===== src/rtl/ppmfg_pkg.sv =====
package ppmfg_pkg;

    // Field widths fixed by the stream format
    localparam int CHAN_IDX_W = 4;
    localparam int WIDTH_W    = 15;
    localparam int COUNT_W    = 5;
    localparam int TICK_W     = 17;
    localparam int CFG_ADDR_W = 3;
    localparam int S_TDATA_W  = 24;
    localparam int M_TDATA_W  = 8;

    localparam int MAX_CHANNELS_DEF = 16;

    // Reset values
    localparam logic [WIDTH_W-1:0] RESET_WIDTH_US = 15'd1500;
    localparam logic [COUNT_W-1:0] RESET_COUNT    = 5'd8;
    localparam logic [WIDTH_W-1:0] RESET_PULSE_US = 15'd250;
    localparam logic [WIDTH_W-1:0] RESET_PAUSE_US = 15'd5250;
    localparam logic [TICK_W-1:0]  RESET_TICKS    = 17'd500;

    // Configuration register indexes
    localparam logic [CFG_ADDR_W-1:0] REG_CHANNEL_COUNT = 3'd0;
    localparam logic [CFG_ADDR_W-1:0] REG_PULSE_LENGTH  = 3'd1;
    localparam logic [CFG_ADDR_W-1:0] REG_PAUSE_LENGTH  = 3'd2;
    localparam logic [CFG_ADDR_W-1:0] REG_INVERT        = 3'd3;

    // Input beat kinds
    localparam logic ACT_TICK  = 1'b0;
    localparam logic ACT_WRITE = 1'b1;

    // Result of one accepted beat
    typedef struct packed {
        logic level;
        logic frame_start;
    } t_result;

    // Store control from the timer
    typedef struct packed {
        logic                  wr_en;
        logic [CHAN_IDX_W-1:0] wr_idx;
        logic [WIDTH_W-1:0]    wr_data;
        logic                  latch;
    } t_store_ctl;

endpackage


===== src/rtl/ppmfg_store.sv =====
module ppmfg_store #(
    parameter int MAX_CHANNELS = ppmfg_pkg::MAX_CHANNELS_DEF,
    parameter int IDX_W        = (MAX_CHANNELS > 1) ? $clog2(MAX_CHANNELS) : 1
) (
    input  logic                            i_clk,
    input  logic                            i_rst_n,
    input  ppmfg_pkg::t_store_ctl           i_ctl,
    input  logic [IDX_W-1:0]                i_rd_idx,
    output logic [ppmfg_pkg::WIDTH_W-1:0]   o_rd_data
);

    logic [ppmfg_pkg::WIDTH_W-1:0] r_pending [MAX_CHANNELS];
    logic [ppmfg_pkg::WIDTH_W-1:0] r_frame   [MAX_CHANNELS];
    logic                          wr_hit;

    // Drop writes to channels beyond the store
    assign wr_hit = i_ctl.wr_en && (int'(i_ctl.wr_idx) < MAX_CHANNELS);

    // Pending store takes channel writes
    always_ff @(posedge i_clk) begin
        if (!i_rst_n) begin
            for (int i = 0; i < MAX_CHANNELS; i++) begin
                r_pending[i] <= ppmfg_pkg::RESET_WIDTH_US;
            end
        end else if (wr_hit) begin
            r_pending[IDX_W'(i_ctl.wr_idx)] <= i_ctl.wr_data;
        end
    end

    // Frame store copies the pending store at frame end
    always_ff @(posedge i_clk) begin
        if (!i_rst_n) begin
            for (int i = 0; i < MAX_CHANNELS; i++) begin
                r_frame[i] <= ppmfg_pkg::RESET_WIDTH_US;
            end
        end else if (i_ctl.latch) begin
            for (int i = 0; i < MAX_CHANNELS; i++) begin
                r_frame[i] <= r_pending[i];
            end
        end
    end

    assign o_rd_data = r_frame[i_rd_idx];

endmodule


===== src/rtl/ppmfg_timer.sv =====
module ppmfg_timer #(
    parameter int MAX_CHANNELS = ppmfg_pkg::MAX_CHANNELS_DEF,
    parameter int IDX_W        = (MAX_CHANNELS > 1) ? $clog2(MAX_CHANNELS) : 1
) (
    input  logic                                i_clk,
    input  logic                                i_rst_n,
    // configuration writes
    input  logic                                i_cfg_we,
    input  logic [ppmfg_pkg::CFG_ADDR_W-1:0]    i_cfg_addr,
    input  logic [ppmfg_pkg::WIDTH_W-1:0]       i_cfg_data,
    // accepted input beat
    input  logic                                i_beat,
    input  logic                                i_action,
    input  logic [ppmfg_pkg::CHAN_IDX_W-1:0]    i_chan_idx,
    input  logic [ppmfg_pkg::WIDTH_W-1:0]       i_width_us,
    // frame store access
    output ppmfg_pkg::t_store_ctl               o_store_ctl,
    output logic [IDX_W-1:0]                    o_rd_idx,
    input  logic [ppmfg_pkg::WIDTH_W-1:0]       i_rd_data,
    // result of this beat
    output ppmfg_pkg::t_result                  o_result
);

    localparam int FC_W  = $clog2(MAX_CHANNELS + 1);
    localparam int POS_W = $clog2(2 * (MAX_CHANNELS + 1));
    localparam int TW    = ppmfg_pkg::TICK_W;
    localparam int WW    = ppmfg_pkg::WIDTH_W;

    // configuration registers
    logic [ppmfg_pkg::COUNT_W-1:0] r_cfg_count;
    logic [WW-1:0]                 r_cfg_pulse;
    logic [WW-1:0]                 r_cfg_pause;
    logic                          r_cfg_invert;

    // values latched for the running frame
    logic [FC_W-1:0]  r_frame_count, n_frame_count;
    logic [WW-1:0]    r_frame_pulse, n_frame_pulse;
    logic [WW-1:0]    r_frame_pause, n_frame_pause;

    logic [POS_W-1:0] r_pos, n_pos;
    logic [TW-1:0]    r_ticks, n_ticks;

    logic             tick;
    logic             expire;
    logic [POS_W:0]   pos_inc;
    logic [POS_W:0]   pos_limit;
    logic             wrap;
    logic [FC_W-1:0]  count_clamped;
    logic [WW-1:0]    pulse_src;
    logic [TW-1:0]    pulse_ticks;
    logic [TW-1:0]    width_ticks;
    logic [TW-1:0]    len_ticks;
    logic [POS_W-2:0] gap_idx;
    logic             gap_is_chan;

    // Write configuration registers
    always_ff @(posedge i_clk) begin
        if (!i_rst_n) begin
            r_cfg_count  <= ppmfg_pkg::RESET_COUNT;
            r_cfg_pulse  <= ppmfg_pkg::RESET_PULSE_US;
            r_cfg_pause  <= ppmfg_pkg::RESET_PAUSE_US;
            r_cfg_invert <= 1'b0;
        end else if (i_cfg_we) begin
            case (i_cfg_addr)
                ppmfg_pkg::REG_CHANNEL_COUNT: r_cfg_count  <= i_cfg_data[ppmfg_pkg::COUNT_W-1:0];
                ppmfg_pkg::REG_PULSE_LENGTH:  r_cfg_pulse  <= i_cfg_data;
                ppmfg_pkg::REG_PAUSE_LENGTH:  r_cfg_pause  <= i_cfg_data;
                ppmfg_pkg::REG_INVERT:        r_cfg_invert <= i_cfg_data[0];
                default: ;
            endcase
        end
    end

    // Clamp the channel count into 1..MAX_CHANNELS
    always_comb begin
        if (r_cfg_count == '0) begin
            count_clamped = FC_W'(1);
        end else if (int'(r_cfg_count) > MAX_CHANNELS) begin
            count_clamped = FC_W'(MAX_CHANNELS);
        end else begin
            count_clamped = FC_W'(r_cfg_count);
        end
    end

    assign tick    = i_beat && (i_action == ppmfg_pkg::ACT_TICK);
    assign expire  = (r_ticks <= TW'(1));
    assign pos_inc = {1'b0, r_pos} + (POS_W+1)'(1);
    assign pos_limit = (POS_W+1)'({r_frame_count, 1'b0}) + (POS_W+1)'(2);
    assign wrap    = pos_inc >= pos_limit;

    // Next position; wrap to the first pulse past the pause gap
    assign n_pos = wrap ? '0 : pos_inc[POS_W-1:0];

    // Length of the interval that starts at n_pos
    assign gap_idx     = n_pos[POS_W-1:1];
    assign gap_is_chan = ({1'b0, gap_idx} < POS_W'(r_frame_count));
    assign o_rd_idx    = IDX_W'(gap_idx);
    assign pulse_src   = wrap ? r_cfg_pulse : r_frame_pulse;
    assign pulse_ticks = TW'({pulse_src, 1'b0});
    assign width_ticks = gap_is_chan ? TW'({i_rd_data, 1'b0}) : TW'({r_frame_pause, 1'b0});

    always_comb begin
        if (n_pos[0] == 1'b0) begin
            len_ticks = (pulse_ticks == '0) ? TW'(1) : pulse_ticks;
        end else begin
            // short gap saturates to one tick
            len_ticks = (width_ticks > pulse_ticks) ? (width_ticks - pulse_ticks) : TW'(1);
        end
    end

    // Frame latch values
    assign n_frame_count = count_clamped;
    assign n_frame_pulse = r_cfg_pulse;
    assign n_frame_pause = r_cfg_pause;

    assign n_ticks = expire ? len_ticks : (r_ticks - TW'(1));

    // Advance the timer on every tick
    always_ff @(posedge i_clk) begin
        if (!i_rst_n) begin
            r_pos         <= '0;
            r_ticks       <= ppmfg_pkg::RESET_TICKS;
            r_frame_count <= (int'(ppmfg_pkg::RESET_COUNT) > MAX_CHANNELS) ?
                             FC_W'(MAX_CHANNELS) : FC_W'(ppmfg_pkg::RESET_COUNT);
            r_frame_pulse <= ppmfg_pkg::RESET_PULSE_US;
            r_frame_pause <= ppmfg_pkg::RESET_PAUSE_US;
        end else if (tick) begin
            r_ticks <= n_ticks;
            if (expire) begin
                r_pos <= n_pos;
                if (wrap) begin
                    r_frame_count <= n_frame_count;
                    r_frame_pulse <= n_frame_pulse;
                    r_frame_pause <= n_frame_pause;
                end
            end
        end
    end

    // Store control
    assign o_store_ctl.wr_en   = i_beat && (i_action == ppmfg_pkg::ACT_WRITE);
    assign o_store_ctl.wr_idx  = i_chan_idx;
    assign o_store_ctl.wr_data = i_width_us;
    assign o_store_ctl.latch   = tick && expire && wrap;

    // Level after this beat: pulses sit at even positions
    always_comb begin
        if (tick && expire) begin
            o_result.level = ~n_pos[0] ^ r_cfg_invert;
        end else begin
            o_result.level = ~r_pos[0] ^ r_cfg_invert;
        end
        o_result.frame_start = tick && expire && wrap;
    end

endmodule


===== src/rtl/ppmfg_out.sv =====
module ppmfg_out (
    input  logic               i_clk,
    input  logic               i_rst_n,
    input  logic               i_load,
    input  ppmfg_pkg::t_result i_result,
    input  logic               i_ready,
    output logic               o_valid,
    output logic               o_free,
    output ppmfg_pkg::t_result o_result
);

    logic               r_valid;
    ppmfg_pkg::t_result r_result;

    // Register free when empty or being drained this cycle
    assign o_free = !r_valid || i_ready;

    // Hold the result until the downstream side takes it
    always_ff @(posedge i_clk) begin
        if (!i_rst_n) begin
            r_valid <= 1'b0;
        end else if (i_load) begin
            r_valid <= 1'b1;
        end else if (i_ready) begin
            r_valid <= 1'b0;
        end
    end

    always_ff @(posedge i_clk) begin
        if (i_load) begin
            r_result <= i_result;
        end
    end

    assign o_valid  = r_valid;
    assign o_result = r_result;

endmodule


===== src/rtl/ppm_frame_generator.sv =====
// Channel   Direction  Handshake                        Payload
// s_axis    in         s_axis_tvalid / s_axis_tready    tdata, tuser
// m_axis    out        m_axis_tvalid / m_axis_tready    tdata, tuser
// cfg       in         i_cfg_valid / o_cfg_ready        i_cfg_addr, i_cfg_data
//
// One beat per cycle: each beat updates the timer and stores at the edge it is
// taken, its result is registered at that same edge and offered on m_axis from
// the next cycle. Reset (synchronous, active low) loads register defaults and
// all widths to 1500 us; no clearing pass is needed. A stalled output stops
// input only while the output register is full and not being drained.
module ppm_frame_generator #(
    parameter int MAX_CHANNELS = ppmfg_pkg::MAX_CHANNELS_DEF
) (
    input  logic                                i_clk,
    input  logic                                i_rst_n,
    // [3:0] channel_index, [18:4] channel_width_us, [23:19] zero
    input  logic [ppmfg_pkg::S_TDATA_W-1:0]     s_axis_tdata,
    // [0] action
    input  logic                                s_axis_tuser,
    input  logic                                s_axis_tvalid,
    output logic                                s_axis_tready,
    // [0] ppm_level, [7:1] zero
    output logic [ppmfg_pkg::M_TDATA_W-1:0]     m_axis_tdata,
    // [0] frame_start
    output logic                                m_axis_tuser,
    output logic                                m_axis_tvalid,
    input  logic                                m_axis_tready,
    input  logic                                i_cfg_valid,
    output logic                                o_cfg_ready,
    input  logic [ppmfg_pkg::CFG_ADDR_W-1:0]    i_cfg_addr,
    input  logic [ppmfg_pkg::WIDTH_W-1:0]       i_cfg_data
);

    localparam int IDX_W = (MAX_CHANNELS > 1) ? $clog2(MAX_CHANNELS) : 1;

    logic                          beat;
    logic                          out_free;
    ppmfg_pkg::t_store_ctl         store_ctl;
    logic [IDX_W-1:0]              rd_idx;
    logic [ppmfg_pkg::WIDTH_W-1:0] rd_data;
    ppmfg_pkg::t_result            result;
    ppmfg_pkg::t_result            out_result;

    assign s_axis_tready = out_free;
    assign beat          = s_axis_tvalid && out_free;
    assign o_cfg_ready   = 1'b1;

    ppmfg_timer #(
        .MAX_CHANNELS (MAX_CHANNELS),
        .IDX_W        (IDX_W)
    ) u_timer (
        .i_clk       (i_clk),
        .i_rst_n     (i_rst_n),
        .i_cfg_we    (i_cfg_valid),
        .i_cfg_addr  (i_cfg_addr),
        .i_cfg_data  (i_cfg_data),
        .i_beat      (beat),
        .i_action    (s_axis_tuser),
        .i_chan_idx  (s_axis_tdata[3:0]),
        .i_width_us  (s_axis_tdata[18:4]),
        .o_store_ctl (store_ctl),
        .o_rd_idx    (rd_idx),
        .i_rd_data   (rd_data),
        .o_result    (result)
    );

    ppmfg_store #(
        .MAX_CHANNELS (MAX_CHANNELS),
        .IDX_W        (IDX_W)
    ) u_store (
        .i_clk     (i_clk),
        .i_rst_n   (i_rst_n),
        .i_ctl     (store_ctl),
        .i_rd_idx  (rd_idx),
        .o_rd_data (rd_data)
    );

    ppmfg_out u_out (
        .i_clk    (i_clk),
        .i_rst_n  (i_rst_n),
        .i_load   (beat),
        .i_result (result),
        .i_ready  (m_axis_tready),
        .o_valid  (m_axis_tvalid),
        .o_free   (out_free),
        .o_result (out_result)
    );

    assign m_axis_tdata = {{(ppmfg_pkg::M_TDATA_W-1){1'b0}}, out_result.level};
    assign m_axis_tuser = out_result.frame_start;

endmodule


===== config.mk =====
export PLATFORM = sky130hd
export DESIGN_NAME = ppm_frame_generator
export DESIGN_NICKNAME = d
export VERILOG_FILES = /design/src/rtl/ppmfg_pkg.sv /design/src/rtl/ppmfg_store.sv /design/src/rtl/ppmfg_timer.sv /design/src/rtl/ppmfg_out.sv /design/src/rtl/ppm_frame_generator.sv
export SDC_FILE = /design/constraint.sdc
export NUM_CORES = 1
export LEC_CHECK = 0
export BUFFER_PORTS_ARGS = -buffer_cell sky130_fd_sc_hd__buf_2
export CORE_UTILIZATION = 55
export DETAILED_ROUTE_END_ITERATION = 7
export GPL_ROUTABILITY_DRIVEN = 0
export PLACE_DENSITY = 0.73
export SLEW_MARGIN = 20
export SYNTH_ARGS = -nofsm -noshare
export SYNTH_HDL_FRONTEND = slang
export SYNTH_SLANG_ARGS = --single-unit
export TNS_END_PERCENT = 50

===== constraint.sdc =====
create_clock -name i_clk -period 21.3 [get_ports i_clk]
set_clock_uncertainty 0.1 [all_clocks]
set_input_delay 4.26 -clock i_clk [delete_from_list [all_inputs] [get_ports i_clk]]
set_output_delay 4.26 -clock i_clk [all_outputs]
set_load 0.01 [all_outputs]

# After elaboration in Yosys (flattened, before gate mapping)
# Memories as Yosys holds them, arrays and structs flattened.
# Index checks and enable logic that the tools add are counted.
dict set report word_totals {
  regBits 97
  latch_bits 0
  mem_bits_rw 480
  romBits 0
  output_inout_bits 12
  word_cells 103
  n_memories 2
}
dict set report classes {
  addsub 4
  mul 0
  div_mod_pow 0
  magnitude_cmp 5
  eq_ne 3
  shifts 0
  n_mux 38
  n_bitwise 21
  reduce_logical 18
}
# memory depth width read_ports rd_ports_with_merged_regs write_ports line_no
set memory_table {}
lappend memory_table {u_store.r_frame 16 15 1 0 16 ppmfg_store.sv:13} ;# logic [ppmfg_pkg::WIDTH_W-1:0] r_frame [MAX_CHANNELS];
lappend memory_table {u_store.r_pending 16 15 16 0 16 ppmfg_store.sv:12} ;# logic [ppmfg_pkg::WIDTH_W-1:0] r_pending [MAX_CHANNELS];
# op count
set op_table {}
lappend op_table {{two-way mux 15 bit} 18}
lappend op_table {{two-way mux 17 bit} 3}
lappend op_table {{two-way mux 16 bit} 2}
lappend op_table {{> comparator 17 x 16 -> 1 bit} 1}
lappend op_table {{less-or-equal comparator 17 x 1 -> 1 bit (second input constant)} 1}
lappend op_table {{zero test 17 bit} 1}
lappend op_table {{subtractor 17 x 1 -> 17 bit (second input constant)} 1}
lappend op_table {{subtractor 17 x 16 -> 17 bit} 1}
lappend op_table {{OR 1 bit} 16}
lappend op_table {{OR reduction 15 bit} 1}
lappend op_table {{two-way mux 1 bit} 11}
lappend op_table {{two-way mux 5 bit} 2}
lappend op_table {{AND reduction 2 bit} 5}
lappend op_table {{adder 6 x 1 -> 7 bit (second input constant)} 1}
lappend op_table {{adder 6 x 2 -> 7 bit (second input constant)} 1}
lappend op_table {{greater-or-equal comparator 7 bit} 1}
lappend op_table {{equality test 3 x 2 -> 1 bit (second input constant)} 2}
lappend op_table {{two-way mux 6 bit} 1}
lappend op_table {{> comparator 5 bit (second input constant)} 1}
lappend op_table {{logical AND 1 bit} 5}
lappend op_table {{zero test 5 bit} 1}
lappend op_table {{less-than comparator 5 bit} 1}
lappend op_table {{two-way mux 4 bit} 1}
lappend op_table {{equality test 3 x 1 -> 1 bit (second input constant)} 1}
lappend op_table {{7 further kinds} 10}

# Depth between registers and ports, before layout
dict set report depth {
  ltp_word 10
  mapped_depth 31
  depth_no_buf 26
}

# Cells and area by module
# From an unflattened synthesis, not the netlist that was laid out.
dict set report hier_totals {
  hier_cells 1954
  area_unflattened_um2 25962.4
}
# module n_inst cells_each area_per_inst_um2
set modules_own_cells {}
lappend modules_own_cells {ppmfg_store 1 1205 19870.3}
lappend modules_own_cells {ppmfg_timer 1 732 5909.4}
lappend modules_own_cells {ppmfg_out 1 6 108.9}
lappend modules_own_cells {ppm_frame_generator 1 11 73.8}

# Worst setup path after synthesis
# No wires, ideal clock.
dict set report synth_timing {
  path_kind {input -> register}
  from {input m_axis_tready}
  to {memory u_store.r_frame[0][0] in the netlist's numbering (enable)}
  setup_ns 1.844
  t_arrival_ns 9.401
  t_required_ns 19.356
  slack_ns 9.955
  cell_stages 9
  path_buffers 3
  path_cell_list {nand2b_1 -> nand2_1 -> or2_2 -> clkbuf_1 -> nor2_1 -> buf_4 -> nand2_2 -> clkbuf_1 -> nand2_1}
}
# element line_no
set synth_lines {}
lappend synth_lines {{start, declared} ppm_frame_generator.sv:27} ;# input logic m_axis_tready,
lappend synth_lines {{end, declared} ppmfg_store.sv:13}

# Worst setup path after layout
dict set report layout_timing {
  from {input m_axis_tready}
  to {output s_axis_tready}
}
dict set report layout_via {
  elab_chain_len 1
}
# element line_no
set layout_lines {}
lappend layout_lines {{logical OR 1 bit} ppmfg_out.sv:16} ;# assign o_free = !r_valid || i_ready;
lappend layout_lines {{end, declared} ppm_frame_generator.sv:21} ;# output logic s_axis_tready,
# Every way passes these cells.

==> impl_metrics.tcl <==
set metrics [dict create \
    root_buffer "clkbuf_16" \
    numPortBuffers 46 \
    ys_warn_count 0 \
    cts_tree "yes" \
    startpoint_type "input pin" \
    nets 2252 \
    fin_tns_setup_ns 0 \
    max-cap-violations 0 \
    grt_max_degree 142 \
    worstMarginPinSlew_ns 1.099 \
    finalSetupViolations 0 \
    netlist_instances 2184 \
    clock_path_buffers 3 \
    cp_max_fo 3 \
    antenna_found_initial 0 \
    synth_edf_count 482 \
    crit_type "input pin to output port" \
    postCtsSetupRepairBufs 0 \
    diodes 0 \
    synth.yosys.seq_area_share_pct 63.00 \
    reg2reg_depth 20 \
    topRoutingLayerUsed "met4" \
    area.growth.synth_to_final_pct 9.059 \
    crit_required_ns 16.94 \
    layout_worst_path_cycle_share_pct 42.32 \
    ys_ff_latch 577 \
    whs_path_depth 2 \
    die_x_um 219.4 \
    grt_pass1_vias 16410 \
    ios 60 \
    routed-via-count 16770 \
    hold_violations 0 \
    die-area_mm2 0.04814 \
    status "complete, no violations" \
    drt_first_pass_iters 6 \
    cts_buffers 57 \
    async_flop_share_pct 0 \
    route.detailed.drc 0 \
    synthFlopType "edfxtp_1" \
    dp_hpwl_mm 38.37 \
    syn_avg_cell_area_um2 11.90 \
    grt_pass1_wl_mm 93.41 \
    drtIter0Drc 1606 \
    initial_core_util_pct 55.84 \
    drive_gt1_share_pct 10.08 \
    rsz0062_at_grt "false" \
    clk_latency_ns 0.63 \
    routed_wl_mm 61.15 \
    arrival_ns 4.65 \
    grt_overflow 0 \
    powerDensity_mw_per_mm2 81.01 \
    ys_types 75 \
    routedWlPerCell_um 21.61 \
    wl_met3_mm 3.957 \
    vdd.ir_drop.worst_v 0.00007829 \
    hold_path.class "flip-flop to flip-flop" \
    detail-route-antenna-nets 0 \
    post_cts_resized 0 \
    finalCriticalPeriod_ns 9.015 \
    grt_use_total_pct 25.89 \
    design_area_mm2 0.02835 \
    rows 79 \
    met2_length_mm 30.24 \
    syn_area_mm2 0.02599 \
    htreeDepth 2 \
    core_region_area_mm2 0.04656 \
    wirelength_met1_mm 24.90 \
    fmax_mhz 110.9 \
    vias_per_cell 5.928 \
    dpl_cell_area_mm2 0.02656 \
    slew_viol_final 0 \
    hold_buffers 0 \
    numClockSinks 577 \
    p_leak_nw 9.747 \
    critPathCaptureType "output port" \
    chipHeight_um 219.4 \
    clk_pin_slew_ns 0.06 \
    relSlewSlack_pct 26.74 \
]
stage by stage:
step | worst slack, ns | utilization [%] | std cells | hold WS, ns | power, mW
6_report | 12.29 | 60.89 | 2829 | 0.3574 | 2.297
5_1_grt | 12.26 | 60.89 | 2829 | 0.3826 | 2.357
4_1_cts | 12.29 | 60.89 | 2829 | 0.3611 | 2.307
3_5_place_dp | 12.28 | 57.06 | 2724 | 0.3432 | 1.361
3_3_place_gp | 12.29 | 57.06 | 2724 | 0.3478 | 1.357
2_1_floorplan | 9.955 | - | 2190 | 0.3310 | 1.333
worst max-delay path: stages:
cell and delay [ns]:
buf_2 0.09, nand2b_1 0.15, buf_2 0.15
state kept, by name (all words and copies together) (netlist names):
signal,flops
u_out.o_result,2
u_out.o_valid,1
u_store.r_frame,240
u_store.r_pending,240
u_timer.n_frame_pause,15
u_timer.n_frame_pulse,15
u_timer.r_cfg_count,5
u_timer.r_cfg_invert,1
u_timer.r_frame_count,5
u_timer.r_frame_pause,15
u_timer.r_frame_pulse,15
u_timer.r_pos,6
u_timer.r_ticks,17
per-layer routing:
| layer | GRT usage (%) | up-vias |
|---|---|---|
| li1 | - | 7786 |
| met1 | 33.23 | 8239 |
| met2 | 44.63 | 606 |
| met5 | 0 | - |
| met4 | 9.838 | 0 |
| met3 | 3.410 | 139 |
path summary, 6_finish.rpt:
path,start,endpoint,slack (ns)
max,m_axis_tready,s_axis_tready,12.29
min,u_timer.n_frame_pause[9],u_timer.r_frame_pause[9],0.36
max reg2reg,u_timer.r_pos[0],u_timer.r_ticks[10],12.86
min reg2reg,u_timer.n_frame_pause[9],u_timer.r_frame_pause[9],0.36
area by class of cell:
class,count,area [µm²]
clock buffers,68,1489
clock inverters,37,296.5
multi-input cells,1437,8840
fillers,3606,18210
well taps,607,759.5
repair buffers,83,514.2
flip-flops and latches,577,16380
inverters,20,75.07
placed cells by master, fill, tap and decap left out, types with 10 or more instances in the layout:
cell type	instances
edfxtp_1	482
nand2_1	282
and2_1	253
nand2b_1	141
dfxtp_1	95
or3_1	88
nor2_1	61
clkbuf_16	58
a21oi_1	54
nand3_1	48
mux2i_1	45
buf_2	45
o21ai_0	38
buf_4	37
a21boi_0	35
a211oi_1	32
and3_1	27
nor3_1	26
nor2b_1	26
ha_1	26
a31oi_1	21
a221oi_1	19
mux2_2	19
inv_1	17
o211ai_1	16
clkinv_1	15
or2_2	13
o21ai_1	13
nand3b_1	12
xnor2_1	11
a311oi_1	11
o211a_1	10
clkbuf_1	10
clkinv_2	10
synth_stat cells, types with 16 or more instances:
library cell  instances  area share [%]
mux2i_1              45             1.7
buf_4                28            0.81
nand3_1              48            0.92
o211ai_1             16            0.46
a21boi_0             35             1.0
and3_1               28            0.67
edfxtp_1            482              56
o21ai_0              50            0.96
nand2_1             283             4.1
or3_1                88             2.1
nand2b_1            141             3.4
a211oi_1             32            0.92
a31oi_1              21            0.51
a221oi_1             19            0.64
and2_1              253             6.1
nor3_1               26            0.50
clkbuf_1             92             1.3
a21oi_1              54             1.0
nor2_1               63            0.91
buf_2                31            0.60
dfxtp_1              95             7.3
ha_1                 27             1.3
inv_1                17            0.25
mux2_2               19            0.82
nor2b_1              26            0.63
power breakdown:
part / internal (mW) / switching [mW] / leakage, nW / total [mW]
Combinational: 0.0219 / 0.0591 / 3.63 / 0.0811
Sequential: 1.25 / 0.00852 / 5.26 / 1.26
Clock: 0.526 / 0.433 / 0.855 / 0.959
Total: 1.80 / 0.500 / 9.75 / 2.30
cells by family after synthesis:
family	count (synthesis)	synth area share, %
compound gates	308	8.366
xor+xnor	18	0.6065
mux	64	2.556
buf+inv	176	3.182
other cells	2	0.02889
fa+ha+maj	28	1.377
flops	577	63.00
simple gates	1011	20.89
No activity file was read; power rests on OpenSTA's default activity.
